[config.mk]
export PLATFORM = sky130hd
export DESIGN_NAME = key_matrix_debounce_flat
export DESIGN_NICKNAME = d
export VERILOG_FILES = /design/src/kmd_pkg.sv /design/src/kmd_stream_if.sv /design/src/kmd_ctrl.sv /design/src/kmd_datapath.sv /design/src/key_matrix_debounce.sv /design/src/flat_wrapper.sv
export SDC_FILE = /design/constraint.sdc
export NUM_CORES = 1
export LEC_CHECK = 0
export CORE_MARGIN = 2
export CORE_UTILIZATION = 58
export CTS_CLUSTER_DIAMETER = 80
export DETAILED_ROUTE_END_ITERATION = 10
export DONT_BUFFER_PORTS = 1
export PLACE_DENSITY = 0.78
export SYNTH_ARGS = -nofsm -noshare
export SYNTH_HDL_FRONTEND = slang
export SYNTH_SLANG_ARGS = --single-unit
[constraint.sdc]
create_clock -name clk -period 19 [get_ports clk]
set_input_delay 0.95 -clock clk [delete_from_list [all_inputs] [get_ports clk]]
set_output_delay 0.95 -clock clk [all_outputs]
set_load 0.02 [all_outputs]
[src/kmd_pkg.sv]
// ----------------------------------------------------------------------------
// kmd_pkg: shared types and constants of the key matrix debouncer
// Item layouts, request codes, controller states and the command and status
// groups that join the controller to the datapath.
// ----------------------------------------------------------------------------
`timescale 1ns / 1ps

package kmd_pkg;

	// Default geometry of the key matrix
	localparam int ROW_COUNT_DEF = 5;
	localparam int COL_COUNT_DEF = 19;

	// Field widths of the items
	localparam int REQ_W   = 2;
	localparam int ROW_W   = 3;
	localparam int COL_W   = 5;
	localparam int BITS_W  = 19;
	localparam int DEB_W   = 8;
	localparam int TOTAL_W = 7;

	// Reset value of the debounce count and of the countdown
	localparam logic [DEB_W-1:0] DEBOUNCE_RESET = 8'd5;

	// Saturation point of the key total
	localparam logic [TOTAL_W-1:0] TOTAL_MAX = 7'd127;

	// Request codes
	localparam logic [REQ_W-1:0] REQ_SAMPLE   = 2'd0;
	localparam logic [REQ_W-1:0] REQ_END_SCAN = 2'd1;
	localparam logic [REQ_W-1:0] REQ_READ     = 2'd2;

	typedef struct packed {
		logic [REQ_W-1:0]  req_type;
		logic [ROW_W-1:0]  row_index;
		logic [COL_W-1:0]  col_index;
		logic [BITS_W-1:0] col_bits;
	} req_item_t;

	typedef struct packed {
		logic [BITS_W-1:0]  stable_row;
		logic               key_on;
		logic               settled;
		logic               committed;
		logic [TOTAL_W-1:0] pressed_count;
	} rsp_item_t;

	typedef enum logic [1:0] {
		ST_IDLE,
		ST_EXEC,
		ST_WALK,
		ST_DONE
	} state_t;

	// Commands from the controller to the datapath
	typedef struct packed {
		logic latch;
		logic write_sample;
		logic reload_cnt;
		logic dec_cnt;
		logic load_read;
		logic walk_start;
		logic walk_step;
		logic load_out;
	} ctl_cmd_t;

	// Status from the datapath to the controller
	typedef struct packed {
		logic [REQ_W-1:0] req_type;
		logic             row_ok;
		logic             differs;
		logic             cnt_nz;
		logic             cnt_one;
		logic             walk_last;
		logic             out_free;
	} dp_status_t;

endpackage

[src/kmd_stream_if.sv]
// ----------------------------------------------------------------------------
// kmd_stream_if: valid/ready channel
// Carries one item of type T from a source to a sink; an item moves at a
// rising clock edge with valid and ready both high.
// ----------------------------------------------------------------------------
`timescale 1ns / 1ps

interface kmd_stream_if #(
	parameter type T = logic
);
	logic valid;
	logic ready;
	T     data;

	modport source (output valid, output data, input ready);
	modport sink (input valid, input data, output ready);
endinterface

[src/kmd_ctrl.sv]
// ----------------------------------------------------------------------------
// kmd_ctrl: sequencing controller of the key matrix debouncer
// Takes one item, decides the datapath actions from its status, walks the
// rows on a commit and hands the result to the output register.
// ----------------------------------------------------------------------------
`timescale 1ns / 1ps

module kmd_ctrl (
	input  logic                clk,
	input  logic                arst_n,
	input  logic                in_valid,
	output logic                in_ready,
	input  kmd_pkg::dp_status_t status,
	output kmd_pkg::ctl_cmd_t   cmd
);
	import kmd_pkg::*;

	state_t state_q;
	state_t state_d;

	// Hold the state
	always_ff @(posedge clk or negedge arst_n) begin
		if (!arst_n) begin
			state_q <= ST_IDLE;
		end else begin
			state_q <= state_d;
		end
	end

	// Decide next state and commands
	always_comb begin
		state_d  = state_q;
		cmd      = '0;
		in_ready = 1'b0;
		unique case (state_q)
			ST_IDLE: begin
				in_ready = 1'b1;
				if (in_valid) begin
					cmd.latch = 1'b1;
					state_d   = ST_EXEC;
				end
			end
			ST_EXEC: begin
				state_d = ST_DONE;
				unique case (status.req_type)
					REQ_SAMPLE: begin
						if (status.row_ok && status.differs) begin
							cmd.write_sample = 1'b1;
							cmd.reload_cnt   = 1'b1;
						end
					end
					REQ_END_SCAN: begin
						if (status.cnt_nz) begin
							cmd.dec_cnt = 1'b1;
							if (status.cnt_one) begin
								cmd.walk_start = 1'b1;
								state_d        = ST_WALK;
							end
						end
					end
					REQ_READ: begin
						cmd.load_read = 1'b1;
					end
					default: begin
					end
				endcase
			end
			ST_WALK: begin
				cmd.walk_step = 1'b1;
				if (status.walk_last) begin
					state_d = ST_DONE;
				end
			end
			ST_DONE: begin
				if (status.out_free) begin
					cmd.load_out = 1'b1;
					state_d      = ST_IDLE;
				end
			end
			default: begin
				state_d = ST_IDLE;
			end
		endcase
	end

endmodule

[src/kmd_datapath.sv]
// ----------------------------------------------------------------------------
// kmd_datapath: row storage, countdown and result register
// Holds sample and stable rows, the debounce countdown and the key total,
// and copies and counts one row per cycle during a commit.
// ----------------------------------------------------------------------------
`timescale 1ns / 1ps

module kmd_datapath #(
	parameter int ROW_COUNT = kmd_pkg::ROW_COUNT_DEF,
	parameter int COL_COUNT = kmd_pkg::COL_COUNT_DEF
) (
	input  logic                       clk,
	input  logic                       arst_n,
	input  kmd_pkg::req_item_t         item,
	input  logic                       cfg_valid,
	input  logic [kmd_pkg::DEB_W-1:0]  cfg_data,
	input  kmd_pkg::ctl_cmd_t          cmd,
	output kmd_pkg::dp_status_t        status,
	output logic                       rsp_valid,
	input  logic                       rsp_ready,
	output kmd_pkg::rsp_item_t         rsp_item
);
	import kmd_pkg::*;

	localparam int RowIdxW = (ROW_COUNT > 1) ? $clog2(ROW_COUNT) : 1;
	localparam int ColIdxW = (COL_COUNT > 1) ? $clog2(COL_COUNT) : 1;
	localparam int PopW    = $clog2(COL_COUNT + 1);

	typedef logic [COL_COUNT-1:0] row_bits_t;

	// Count the pressed keys of one row
	function automatic logic [PopW-1:0] ones(input row_bits_t v);
		logic [PopW-1:0] n;
		n = '0;
		for (int i = 0; i < COL_COUNT; i++) begin
			n = n + PopW'(v[i]);
		end
		return n;
	endfunction

	req_item_t          item_q;
	logic [DEB_W-1:0]   debounce_q;
	logic [DEB_W-1:0]   countdown_q;
	row_bits_t          sample_q [ROW_COUNT];
	row_bits_t          stable_q [ROW_COUNT];
	logic [TOTAL_W-1:0] key_total_q;
	logic [RowIdxW-1:0] walk_q;
	logic               commit_q;
	row_bits_t          rd_row_q;
	logic               rd_key_q;
	logic               rsp_valid_q;
	rsp_item_t          rsp_q;

	logic [31:0]        row_ext;
	logic [31:0]        col_ext;
	logic [31:0]        bits_ext;
	logic [31:0]        out_ext;
	logic               row_ok;
	logic               col_ok;
	logic [RowIdxW-1:0] row_sel;
	logic [ColIdxW-1:0] col_sel;
	row_bits_t          bits_in;
	logic [RowIdxW-1:0] smp_addr;
	row_bits_t          smp_rd;
	row_bits_t          stb_rd;
	logic [PopW-1:0]    pop;
	logic [7:0]         tot_sum;
	logic [TOTAL_W-1:0] tot_sat;
	logic [DEB_W-1:0]   reload;

	// Decode the held item
	assign row_ext  = 32'(item_q.row_index);
	assign col_ext  = 32'(item_q.col_index);
	assign bits_ext = 32'(item_q.col_bits);
	assign row_ok   = row_ext < 32'(ROW_COUNT);
	assign col_ok   = col_ext < 32'(COL_COUNT);
	assign row_sel  = row_ext[RowIdxW-1:0];
	assign col_sel  = col_ext[ColIdxW-1:0];
	assign bits_in  = bits_ext[COL_COUNT-1:0];

	// Read the row stores: the walk owns the sample port during a commit
	assign smp_addr = cmd.walk_step ? walk_q : row_sel;
	assign smp_rd   = sample_q[smp_addr];
	assign stb_rd   = stable_q[row_sel];

	// Accumulate the key total with saturation
	assign pop     = ones(smp_rd);
	assign tot_sum = 8'(key_total_q) + 8'(pop);
	assign tot_sat = (tot_sum > 8'(TOTAL_MAX)) ? TOTAL_MAX : tot_sum[TOTAL_W-1:0];

	// A zero debounce count acts as one
	assign reload = (debounce_q == '0) ? DEB_W'(1) : debounce_q;

	// Report status
	always_comb begin
		status.req_type  = item_q.req_type;
		status.row_ok    = row_ok;
		status.differs   = smp_rd != bits_in;
		status.cnt_nz    = countdown_q != '0;
		status.cnt_one   = countdown_q == DEB_W'(1);
		status.walk_last = walk_q == RowIdxW'(ROW_COUNT - 1);
		status.out_free  = !rsp_valid_q || rsp_ready;
	end

	// Hold configuration, countdown, rows and key total
	always_ff @(posedge clk or negedge arst_n) begin
		if (!arst_n) begin
			debounce_q  <= DEBOUNCE_RESET;
			countdown_q <= DEBOUNCE_RESET;
			key_total_q <= '0;
			walk_q      <= '0;
			for (int r = 0; r < ROW_COUNT; r++) begin
				sample_q[r] <= '0;
				stable_q[r] <= '0;
			end
		end else begin
			if (cfg_valid) begin
				debounce_q <= cfg_data;
			end
			if (cmd.reload_cnt) begin
				countdown_q <= reload;
			end else if (cmd.dec_cnt) begin
				countdown_q <= countdown_q - DEB_W'(1);
			end
			if (cmd.write_sample) begin
				sample_q[row_sel] <= bits_in;
			end
			if (cmd.walk_start) begin
				walk_q      <= '0;
				key_total_q <= '0;
			end else if (cmd.walk_step) begin
				stable_q[walk_q] <= smp_rd;
				key_total_q      <= tot_sat;
				walk_q           <= walk_q + RowIdxW'(1);
			end
		end
	end

	// Hold the item and the per-item results
	always_ff @(posedge clk) begin
		if (cmd.latch) begin
			item_q   <= item;
			commit_q <= 1'b0;
			rd_row_q <= '0;
			rd_key_q <= 1'b0;
		end else begin
			if (cmd.walk_start) begin
				commit_q <= 1'b1;
			end
			if (cmd.load_read) begin
				rd_row_q <= row_ok ? stb_rd : '0;
				rd_key_q <= (row_ok && col_ok) ? stb_rd[col_sel] : 1'b0;
			end
		end
	end

	// Track the output register
	always_ff @(posedge clk or negedge arst_n) begin
		if (!arst_n) begin
			rsp_valid_q <= 1'b0;
		end else if (cmd.load_out) begin
			rsp_valid_q <= 1'b1;
		end else if (rsp_ready) begin
			rsp_valid_q <= 1'b0;
		end
	end

	// Load the result
	assign out_ext = 32'(rd_row_q);

	always_ff @(posedge clk) begin
		if (cmd.load_out) begin
			rsp_q.stable_row    <= out_ext[BITS_W-1:0];
			rsp_q.key_on        <= rd_key_q;
			rsp_q.settled       <= countdown_q == '0;
			rsp_q.committed     <= commit_q;
			rsp_q.pressed_count <= key_total_q;
		end
	end

	assign rsp_valid = rsp_valid_q;
	assign rsp_item  = rsp_q;

endmodule

[src/key_matrix_debounce.sv]
// ----------------------------------------------------------------------------
// key_matrix_debounce: keyboard matrix debouncer with one global countdown
// Sequence: an item is accepted in IDLE, acted on in EXEC and, on a commit, in
// WALK, which copies and counts one row per cycle; DONE then loads the result.
// A new item is taken only once the result sits in the output register, and
// DONE waits while the output register is full and not being read.
// Reset: arst_n clears all rows and the key total, sets count and countdown 5.
// ----------------------------------------------------------------------------
`timescale 1ns / 1ps

module key_matrix_debounce #(
	parameter int ROW_COUNT = kmd_pkg::ROW_COUNT_DEF,
	parameter int COL_COUNT = kmd_pkg::COL_COUNT_DEF
) (
	input logic      clk,
	input logic      arst_n,
	kmd_stream_if.sink   req,
	kmd_stream_if.source rsp,
	kmd_stream_if.sink   cfg
);
	import kmd_pkg::*;

	ctl_cmd_t   cmd;
	dp_status_t status;

	// Configuration writes land at once
	assign cfg.ready = 1'b1;

	kmd_ctrl u_ctrl (
		.clk      (clk),
		.arst_n   (arst_n),
		.in_valid (req.valid),
		.in_ready (req.ready),
		.status   (status),
		.cmd      (cmd)
	);

	kmd_datapath #(
		.ROW_COUNT (ROW_COUNT),
		.COL_COUNT (COL_COUNT)
	) u_datapath (
		.clk       (clk),
		.arst_n    (arst_n),
		.item      (req.data),
		.cfg_valid (cfg.valid),
		.cfg_data  (cfg.data),
		.cmd       (cmd),
		.status    (status),
		.rsp_valid (rsp.valid),
		.rsp_ready (rsp.ready),
		.rsp_item  (rsp.data)
	);

`ifndef SYNTHESIS
	// A commit always leaves the block settled
	a_commit_settled: assert property (@(posedge clk) disable iff (!arst_n)
		rsp.valid && rsp.data.committed |-> rsp.data.settled)
		else $error("committed result without settled");

	// One item at a time: no accept right after an accept
	a_one_item: assert property (@(posedge clk) disable iff (!arst_n)
		req.valid && req.ready |=> !req.ready)
		else $error("item accepted while busy");

	// The commit walk runs only while no item is taken
	a_walk_busy: assert property (@(posedge clk) disable iff (!arst_n)
		cmd.walk_step |-> !req.ready)
		else $error("commit walk while ready");

	// A result is loaded only into a free output register
	a_load_free: assert property (@(posedge clk) disable iff (!arst_n)
		cmd.load_out |-> (!rsp.valid || rsp.ready))
		else $error("result overwritten");
`endif

endmodule

[src/flat_wrapper.sv]
// flat-port wrapper written by rule: the top's interface ports become plain ports
module key_matrix_debounce_flat import kmd_pkg::*;
#(
	parameter int ROW_COUNT = kmd_pkg::ROW_COUNT_DEF,
	parameter int COL_COUNT = kmd_pkg::COL_COUNT_DEF
)
  (clk, arst_n, req_valid, req_data, req_ready, rsp_valid, rsp_data, rsp_ready, cfg_valid, cfg_data, cfg_ready);
  kmd_stream_if #(.T(req_item_t)) req_i ();
  kmd_stream_if #(.T(rsp_item_t)) rsp_i ();
  kmd_stream_if #(.T(logic [DEB_W-1:0])) cfg_i ();
  input logic clk;
  input logic arst_n;
  input wire logic [$bits(req_i.valid)-1:0] req_valid;
  input wire logic [$bits(req_i.data)-1:0] req_data;
  output wire logic [$bits(req_i.ready)-1:0] req_ready;
  output wire logic [$bits(rsp_i.valid)-1:0] rsp_valid;
  output wire logic [$bits(rsp_i.data)-1:0] rsp_data;
  input wire logic [$bits(rsp_i.ready)-1:0] rsp_ready;
  input wire logic [$bits(cfg_i.valid)-1:0] cfg_valid;
  input wire logic [$bits(cfg_i.data)-1:0] cfg_data;
  output wire logic [$bits(cfg_i.ready)-1:0] cfg_ready;
  assign req_i.valid = req_valid;
  assign req_i.data = req_data;
  assign req_ready = req_i.ready;
  assign rsp_valid = rsp_i.valid;
  assign rsp_data = rsp_i.data;
  assign rsp_i.ready = rsp_ready;
  assign cfg_i.valid = cfg_valid;
  assign cfg_i.data = cfg_data;
  assign cfg_ready = cfg_i.ready;
  key_matrix_debounce #(.ROW_COUNT(ROW_COUNT), .COL_COUNT(COL_COUNT)) u_core (.clk(clk), .arst_n(arst_n), .req(req_i), .rsp(rsp_i), .cfg(cfg_i));
endmodule
# --- After elaboration in Yosys (flattened, before gate mapping) ---
# Cells that the tools add are included.
classes:
  n_lt_le_gt_ge: 9
  eq_ne: 11
  add_sub_neg: 21
  n_reduce_logical: 16
  bitwise_logic: 4
  mux: 49
op_table:
  columns: ["cell", "n"]
  rows:
  - ["95-bit bitwise mux", 2]
  - ["19-bit two-way mux", 7]
  - ["19-bit binary-select mux with 3-bit select", 2]
  - ["19-bit demux with 3-bit select", 2]
  - ["5-bit by 1-bit adder with 5-bit output", 14]
  - ["8-bit two-way mux", 3]
  - ["7-bit two-way mux", 3]
  - ["19-bit inequality test", 1]
  - ["1-bit two-way mux", 17]
  - ["8-bit logical NOT", 2]
  - ["2-bit two-way mux", 7]
  - ["4-bit >= comparator (second input constant)", 3]
  - ["3-bit inverter with 4-bit output", 3]
  - ["3-bit two-way mux", 3]
  - ["7-bit by 5-bit adder with 8-bit output", 1]
  - ["8-bit by 1-bit == test with 1-bit output (second input constant)", 1]
  - ["8-bit by 7-bit greater-than comparator with 1-bit output (second input constant)", 1]
  - ["4-bit by 1-bit less-than comparator with 1-bit output (second input constant)", 2]
  - ["2-bit case mux with 4 select lines", 1]
  - ["8-bit nonzero test", 1]
  - ["8-bit by 1-bit subtractor with 8-bit output (second input constant)", 1]
  - ["2-bit == test (second input constant)", 3]
  - ["5-bit by 6-bit less-than comparator with 1-bit output (second input constant)", 1]
  - ["2-bit nonzero test", 3]
  - ["other kinds (20)", 26]
word_totals:
  output_inout_bits: 32
  inputBits: 42
  reg_bits: 298

# --- Depth between registers and ports, before layout ---
# Gate-level depths: netlist (run 1).
depth:
  word_depth: 30
  depth_mapped: 30
  mapped_depth_nobuf: 25

# --- Hierarchy ---
# Synthesis (run 1) repeated with hierarchy kept, for this count alone.
unflattened:
  cells_unflattened: 1204
  area_unflattened_um2: 13947.1
modules_own_cells:
  columns: ["module", "area_each_um2", "cells_each", "n_inst"]
  rows:
  - ["kmd_datapath", 13653.1, 1174, 1]
  - ["kmd_ctrl", 282.8, 28, 1]
  - ["key_matrix_debounce", 11.3, 2, 1]

# --- Worst setup path after synthesis (run 1) ---
# Ideal clock, no wire load.
synth_path:
  kind: "register to register"
  from: "reg u_core.u_ctrl.state_q[0]"
  to: "reg u_core.u_datapath.key_total_q[1]"
  n_path_buf: 6
  stages_incl_launch_ff: 30
  setup_slack_ns: 12.235
  t_required_ns: 18.877
  arrival_ns: 6.643
  cell_sequence: "dfrtp_1 > inv_1 > ha_1 > buf_4 > mux2i_4 > buf_2 > buf_4 > buf_2 > buf_2 > buf_1 > nand2_1 > a32oi_1 > inv_1 > fa_1 > inv_1 > fa_1 > inv_1 > fa_1 > fa_1 > inv_1 > fa_1 > inv_1 > ha_1 > a21o_1 > a21oi_1 > o21bai_1 > a21o_1 > a21oi_1 > o21ai_1 > o221a_2"
synth_lines:
  columns: ["item", "line", "text"]
  rows:
  - ["start: declaration", "kmd_ctrl.sv:18", "state_t state_q;"]
  - ["start signal: assignment", "kmd_ctrl.sv:26", "state_q <= state_d;"]
  - ["2-bit == test (*)", "kmd_ctrl.sv:35", "unique case (state_q)"]
  - ["1-bit two-way mux (*)", "kmd_ctrl.sv:35", null]
  - ["3-bit two-way mux (*)", "kmd_datapath.sv:82", "assign smp_addr = cmd.walk_step ? walk_q : row_sel;"]
  - ["3-bit inverter with 4-bit output (implied by the code) (*)", "kmd_datapath.sv:83", "assign smp_rd = sample_q[smp_addr];"]
  - ["19-bit binary-select mux with 3-bit select (*)", "kmd_datapath.sv:83", null]
  - ["19-bit two-way mux (implied by the code) (*) (2 in series)", "kmd_datapath.sv:83", null]
  - ["named net u_core.u_datapath.smp_rd[8]", "kmd_datapath.sv:64", "row_bits_t smp_rd;"]
  - ["5-bit by 1-bit adder with 5-bit output (*) (11 in series)", "kmd_datapath.sv:36", "n = n + PopW'(v[i]);"]
  - ["7-bit by 5-bit adder with 8-bit output (*)", "kmd_datapath.sv:88", "assign tot_sum = 8'(key_total_q) + 8'(pop);"]
  - ["8-bit by 7-bit greater-than comparator with 1-bit output", "kmd_datapath.sv:89", "assign tot_sat = (tot_sum > 8'(TOTAL_MAX)) ? TOTAL_MAX : tot_sum[TOTAL_W-1:0];"]
  - ["7-bit two-way mux (*)", "kmd_datapath.sv:89", null]
  - ["7-bit two-way mux (*)", "kmd_datapath.sv:131", "end else if (cmd.walk_step) begin"]
  - ["7-bit two-way mux (*)", "kmd_datapath.sv:128", "if (cmd.walk_start) begin"]
  - ["end signal: assignment", "kmd_datapath.sv:133", "key_total_q <= tot_sat;"]
  - ["end: declaration", "kmd_datapath.sv:46", "logic [TOTAL_W-1:0] key_total_q;"]
# Mark *: on every way through the listed nets, which the timed path passes. The rest lies on a longest branch. The select of a mux whose other input is x is not followed.
# A chain may end at the register's enable or synchronous reset.

# --- Worst setup path in the final report (run 1) ---
layout_path:
  from: "reg u_core.u_ctrl.state_q[0]"
  to: "reg u_core.u_datapath.key_total_q[6]"
# Same word-level chain as after synthesis.

==> flow_summary.toml, run 1 <==
[layout]
area_growth_pct = 7.21
layout-drive-gt1-share_pct = 14.9
fin_area_sq_um = 16000
nets = 1359
post-route-util_pct = 63.4
final_cell_mix = "dfrtp_1, nor2_1, a21oi_1, nand2_1, inv_1"
n_antenna_cell = 0
final_common_cell = "dfrtp_1"

[pwr]
p_clk_share_pct = 18.2
power_density_nw_per_um2 = 201
p_sw_share_pct = 40.4
power_frac_comb_pct = 46.3
p_sw_mw = 1.29
p_int_mw = 1.91
power.leakage_nw = 6.74
ir_drop_mv = 0.209
p_seq_share_pct = 35.5

[sta]
final.setup_skew_ns = 0.0165
hold_ws_ns = 0.0736
fin_setup_tns_ns = 0
fin_crit_ns = 7.89
slew_viol_final = 0
fmax_mhz = 127
hold_viol_final = 0
max_slew_margin_pct = 18.9
tightest_slew_ns = 1.22
rsz0062_at_grt = "no"
period_share_pct = 41.5
setup_violations = 0

[worst_setup_path]
endpoint_kind = "register"
required_ns = 19.45
critPathMaxFanout = 51
cp-endpoint = "u_core.u_datapath.key_total_q[6]"
reg2reg_slack_ns = 11.11
arrival_ns = 8.33
path_class = "register to register"
worstReg2RegStart = "u_core.u_ctrl.state_q[0]"
r2r-end = "u_core.u_datapath.key_total_q[6]"
worst-r2r-cell-count = 26
crit_path_start = "u_core.u_ctrl.state_q[0]"
startpoint_type = "register"

[placed_design]
detailed_place_hpwl_um = 23400
portBuffers = 0
place_area_sq_um = 15000
gp_congestion = 0.933

[yosys]
ys_seq_area_share_pct = 51.3
synth_ff_type = "dfrtp_1"
yosysWarnings = 0
syn_nets = 1404
synth_edf_count = 58
syn_area_sq_um = 14900
yosys.area.top_type = "dfrtp_1"
syn_area_per_cell_sq_um = 11.2
async_flop_share_pct = 73.5
ys_ff_latch = 298
synth_cell_types = 91
syn_inst = 1325
synth_area_leaders = "dfrtp_1, edfxtp_1, mux2_2, a21oi_1, nor2_1"
netlist.area_leader.share_pct = 36.1

[floorplan]
die_w_um = 164
dieArea_sq_um = 27000
die_h_um = 164
ioPinCount = 74
start_util_pct = 59.1
rows = 58
core_sq_um = 25200

[grt]
grt_antenna_before_repair = 0
grt_overflow_total = 0
first_global_vias = 10600
grt_max_degree = 220
gr-usage-all-layers_pct = 27.5
grt_first_pass_wirelength_um = 57700

[clock_network]
ctsLongestPathBuffers = 3
clockRootBuffer = "clkbuf_16"
cts.clk_slew.worst_paths_ns = 0.06
post_cts_resized = 0
clkLatencyLatePin_ns = 0.59
cts_setup_buffers = 0
cts_buffers = 31
htreeDepth = 1
cts_tree = "yes"
holdBufCountCts = 0
clock-sinks = 298

[min_path]
min-delay-path-class = "input pin to async pin"

[drt]
drt_wl_total_um = 36100
routedWlPerCell_um = 22.1
drt_first_pass_iters = 6
via_per_inst = 6.50
route.detailed.drc = 0
via_count = 10600
drtIter0Drc = 1186
ant_nets = 0

[run]
cap_violations = 0

[run_status]
status = "finished clean"
## logic make-up (layout without fill, tap and decap cells)
kind of cell,count (synthesis),count (layout),synth area share (%)
XOR/XNOR,18,18,1.06
AO/OA/AOI/OAI,326,326,15.6
buffers and inverters,181,160,5.49
AND/OR/NAND/NOR,323,323,10.2
multiplexers,141,141,12.4
flip-flops,298,298,51.3
adder cells (fa/ha/maj),37,37,3.81
other,1,1,0.0252
## worst max-delay path, stage by stage (launching register included)
cell      delay [ns]
dfrtp_1         0.41
inv_1           0.16
ha_1            0.62
mux2i_4         0.32
buf_4           0.59
mux2i_1         0.46
nand2_1         0.10
a32oi_1         0.61
inv_1           0.13
fa_1            0.50
inv_1           0.05
fa_1            0.38
inv_1           0.08
fa_1            0.44
fa_1            0.55
inv_1           0.06
fa_1            0.58
inv_1           0.06
ha_1            0.29
a21o_1          0.15
a21oi_1         0.22
o21bai_1        0.09
a21o_1          0.21
a21oi_1         0.16
o21ai_1         0.16
o21ai_0         0.23
a21oi_1         0.08
## synth_stat cells, drive strengths merged (8+ instances only)
library cell / instances
dfrtp: 215
nor2: 127
a21oi: 98
nand2: 95
inv: 82
mux2: 81
edfxtp: 58
buf: 50
clkbuf: 49
o32ai: 43
mux2i: 41
a22oi: 38
o21ai: 27
ha: 23
dfxtp: 21
nand3: 20
mux4: 19
o22ai: 15
fa: 14
a31oi: 12
a32oi: 12
nor3: 12
xnor2: 12
a22o: 10
nor4: 9
and3: 8
nand4: 8
## area by class of cell
type                       count  area, sq um
fill                        1920         9210
inverter                      82          308
sequential                   298         7650
multi-input combinational    846         6460
tap                          330          413
timing repair buffer          21          158
clock buffer                  36          825
clock inverter                21          159
## flip-flops by register name, summed over array words and instances, names as in the netlist, 3 cells and up
register and flops:
u_core.u_datapath.sample_q 95, u_core.u_datapath.stable_q 95, u_core.u_datapath.rsp_item 29, u_core.u_datapath.bits_in 19, u_core.u_datapath.rd_row_q 19, u_core.u_datapath.countdown_q 8
u_core.u_datapath.debounce_q 8, u_core.u_datapath.key_total_q 7, u_core.u_datapath.col_sel 5, u_core.u_datapath.row_sel 3, u_core.u_datapath.walk_q 3
## per-stage QoR
step | instances | power [mW] | setup WS, ns
5_1_grt | 1634 | 3.46 | 10.63
4_1_cts | 1634 | 3.21 | 11.18
2_1_floorplan | 1325 | 2.27 | 12.23
3_3_place_gp | 1577 | 2.55 | 11.41
3_5_place_dp | 1577 | 2.62 | 11.20
6_report | 1634 | 3.21 | 11.11
## per-layer routing
layer  track usage (%)  vias to the layer above  routed length (um)
li1                  -                     4765                   -
met1              37.2                     5250               15100
met2              44.2                      499               17000
met3              4.04                      106                2470
met4              12.5                        0                1530
met5                 0                        -                   0
## how the worst min path moves through the flow
stage                                                  end  slack (ns)  depth (start not counted)
final                       u_core.u_datapath.stable_q[60]        0.07                          0
after global routing        u_core.u_datapath.stable_q[22]        0.05                          0
after CTS                 u_core.u_datapath.key_total_q[5]        0.06                          0
after detailed placement    u_core.u_datapath.rsp_item[28]        0.42                          0
after global placement      u_core.u_datapath.rsp_item[14]        0.42                          0
after floorplan             u_core.u_datapath.rsp_item[28]        0.41                          0
## power groups by stage
stage	combinational, mW	sequential, mW	clock [mW]
global placement	1.42	1.13	0
floorplan	1.21	1.06	0
finish	1.49	1.14	0.582
detailed placement	1.47	1.14	0
global route	1.68	1.17	0.616
CTS	1.48	1.13	0.590
Note: power is estimated with default switching activity, not from simulation.
==> run 2, diff against run 1 <==
Clock period 19 ns to 7.4 ns, I/O delays scaled along.
==> run 2 against run 1 <==
Wire length up 7.7%. Core utilization is 3.1 points higher. Critical path depth is 1 lower. Combinational power rose to 2.7 times the previous value. Power increased to 2.7 times the previous value. Maximum frequency is 13% higher. Non-clock buffer count grew 62. Die area unchanged.
==> flow_summary.toml, run 2 (synthesis results as in run 1) <==
[sta]
final.setup_skew_ns = 0.0235
max_slew_margin_pct = 5.79
setup_violations = 0
fin_setup_tns_ns = 0
rsz0062_at_grt = "no"
fin_crit_ns = 7.00
period_share_pct = 94.6
fmax_mhz = 143
slew_viol_final = 0
tightest_slew_ns = 1.41
hold_viol_final = 0

[grt]
grt-busiest-layer = "met2"
grtUsageMet2_pct = 47.9
met3_usage_pct = 4.47
grt_antenna_before_repair = 0
use_met1_pct = 40.1
grt_overflow_total = 0
grt_first_pass_wirelength_um = 61700
gr-usage-all-layers_pct = 29.5
grt_max_degree = 220
first_global_vias = 11000

[pwr]
total_power_mw = 8.68
power_frac_comb_pct = 46.4
p_sw_share_pct = 39.9
ir_drop_mv = 0.570
p_int_mw = 5.21
power_density_nw_per_um2 = 518
p_sw_mw = 3.46
power.leakage_nw = 7.11
p_seq_share_pct = 33.8
p_clk_share_pct = 19.8

[layout]
n_antenna_cell = 0
final_common_cell = "dfrtp_1"
area_growth_pct = 12.4
final_cell_mix = "dfrtp_1, nor2_1, a21oi_1, nand2_1, inv_1"
nets = 1420
layout-drive-gt1-share_pct = 15.6
fin_area_sq_um = 16700
fillerInstances = 1797

[worst_setup_path]
arrival_ns = 7.45
critPathMaxFanout = 10
critical_path.max_stage_delay_ns = 0.59
required_ns = 7.85
crit_top_cell = "fa_1"
path_class = "register to register"
cp_slowest_cell = "fa_1"
cp_top_family = "adder cells"
crit_path_start = "u_core.u_ctrl.state_q[0]"
worstReg2RegStart = "u_core.u_ctrl.state_q[0]"
critPathBufInv = 6
endpoint_kind = "register"
startpoint_type = "register"

[drt]
via_per_inst = 6.46
via_count = 11000
route.detailed.drc = 0
routedWlPerCell_um = 22.9
drt_first_pass_iters = 5
drt_wl_total_um = 38900
drtIter0Drc = 1352
ant_nets = 0

[min_path]
min-delay-path-class = "input pin to register"
hold_start = "req_valid"

[placed_design]
gp_congestion = 0.930
place_area_sq_um = 15100
portBuffers = 0
detailed_place_hpwl_um = 25100

[floorplan]
core_sq_um = 25200
dieArea_sq_um = 27000
die_h_um = 164
ioPinCount = 74
rows = 58
die_w_um = 164
start_util_pct = 59.1

[clock_network]
cts.clk_slew.worst_paths_ns = 0.07
clkLatencyLatePin_ns = 0.58
cts_buffers = 30
clockRootBuffer = "clkbuf_16"
htreeDepth = 1
cts_tree = "yes"
ctsLongestPathBuffers = 3
clock-sinks = 298

[run]
cap_violations = 0

[run_status]
status = "finished clean"
## run 2: changes by cell type in the layout (fill, tap and decap cells not counted), sizes merged
cell | previous run | this run
bufinv | 1 | 8
buf | 21 | 36
clkbuf | 36 | 31
dlygate4sd3 | 0 | 47
clkinv | 13 | 15
inv | 84 | 83
clkinvlp | 5 | 1
## run 2: power groups by stage
stage | Sequential (mW) | Combinational, mW | Clock (mW)
3_5_place_dp | 2.94 | 3.93 | 0
5_1_grt | 3.01 | 4.48 | 1.81
2_1_floorplan | 2.73 | 3.10 | 0
3_3_place_gp | 2.90 | 3.77 | 0
6_report | 2.93 | 4.02 | 1.72
4_1_cts | 2.91 | 4.01 | 1.74
## run 2: worst min-delay path: stages
cell,delay (ns)
inv_1,0.04
a222oi_1,0.14
o21ai_0,0.10
a32oi_1,0.07
## run 2: layer usage
metal	wire length, um	part of all wire [%]
met1	16100	41
met2	18500	48
met3	2690	6.9
met4	1580	4.1
met5	0	0
## run 2: worst paths after layout
| kind | cells after the start | slack (ns) | endpoint |
|---|---|---|---|
| worst min-delay path | 4 | 0.18 | u_core.u_ctrl.state_q[0] |
| worst max-delay path | 25 | 0.40 | u_core.u_datapath.key_total_q[6] |
| min in group asynchronous | 2 | 0.36 | u_core.u_datapath.rsp_valid |
| worst min register to register | 0 | 0.44 | u_core.u_datapath.rsp_item[21] |
| max in group asynchronous | 2 | 5.82 | u_core.u_datapath.sample_q[80] |
| worst max register to register | 25 | 0.40 | u_core.u_datapath.key_total_q[6] |
## run 2: final cells by class
type / count / area [sq um] / share of cell area, %
inverters: 82 / 308 / 1.84
flip-flops and latches: 298 / 7650 / 45.7
clock inverters: 25 / 364 / 2.17
repair buffers: 83 / 773 / 4.62
multi-input cells: 846 / 6470 / 38.6
clock buffers: 31 / 776 / 4.63
well taps: 330 / 413 / 2.47
## run 2: timing repair
| item | 4_1_cts | 5_1_grt |
|---|---|---|
| gates resized for setup | 0 | 1 |
| buffers inserted | 0 | 0 |
| hold buffers | 48 | 0 |
| setup endpoints to repair | 0 | 1 |
| hold endpoints to repair | 257 | 0 |
## run 2: metrics by stage
stage | instances | hold slack (ns) | utilization (%) | worst slack, ns
global route | 1695 | 0.218 | 66.5 | 0.105
global placement | 1591 | 0.0811 | 60.0 | 0.620
finish | 1695 | 0.177 | 66.5 | 0.402
CTS | 1695 | 0.163 | 66.5 | 0.372
floorplan | 1325 | 0.0744 | - | 0.635
detailed placement | 1591 | 0.0841 | 60.0 | 0.394
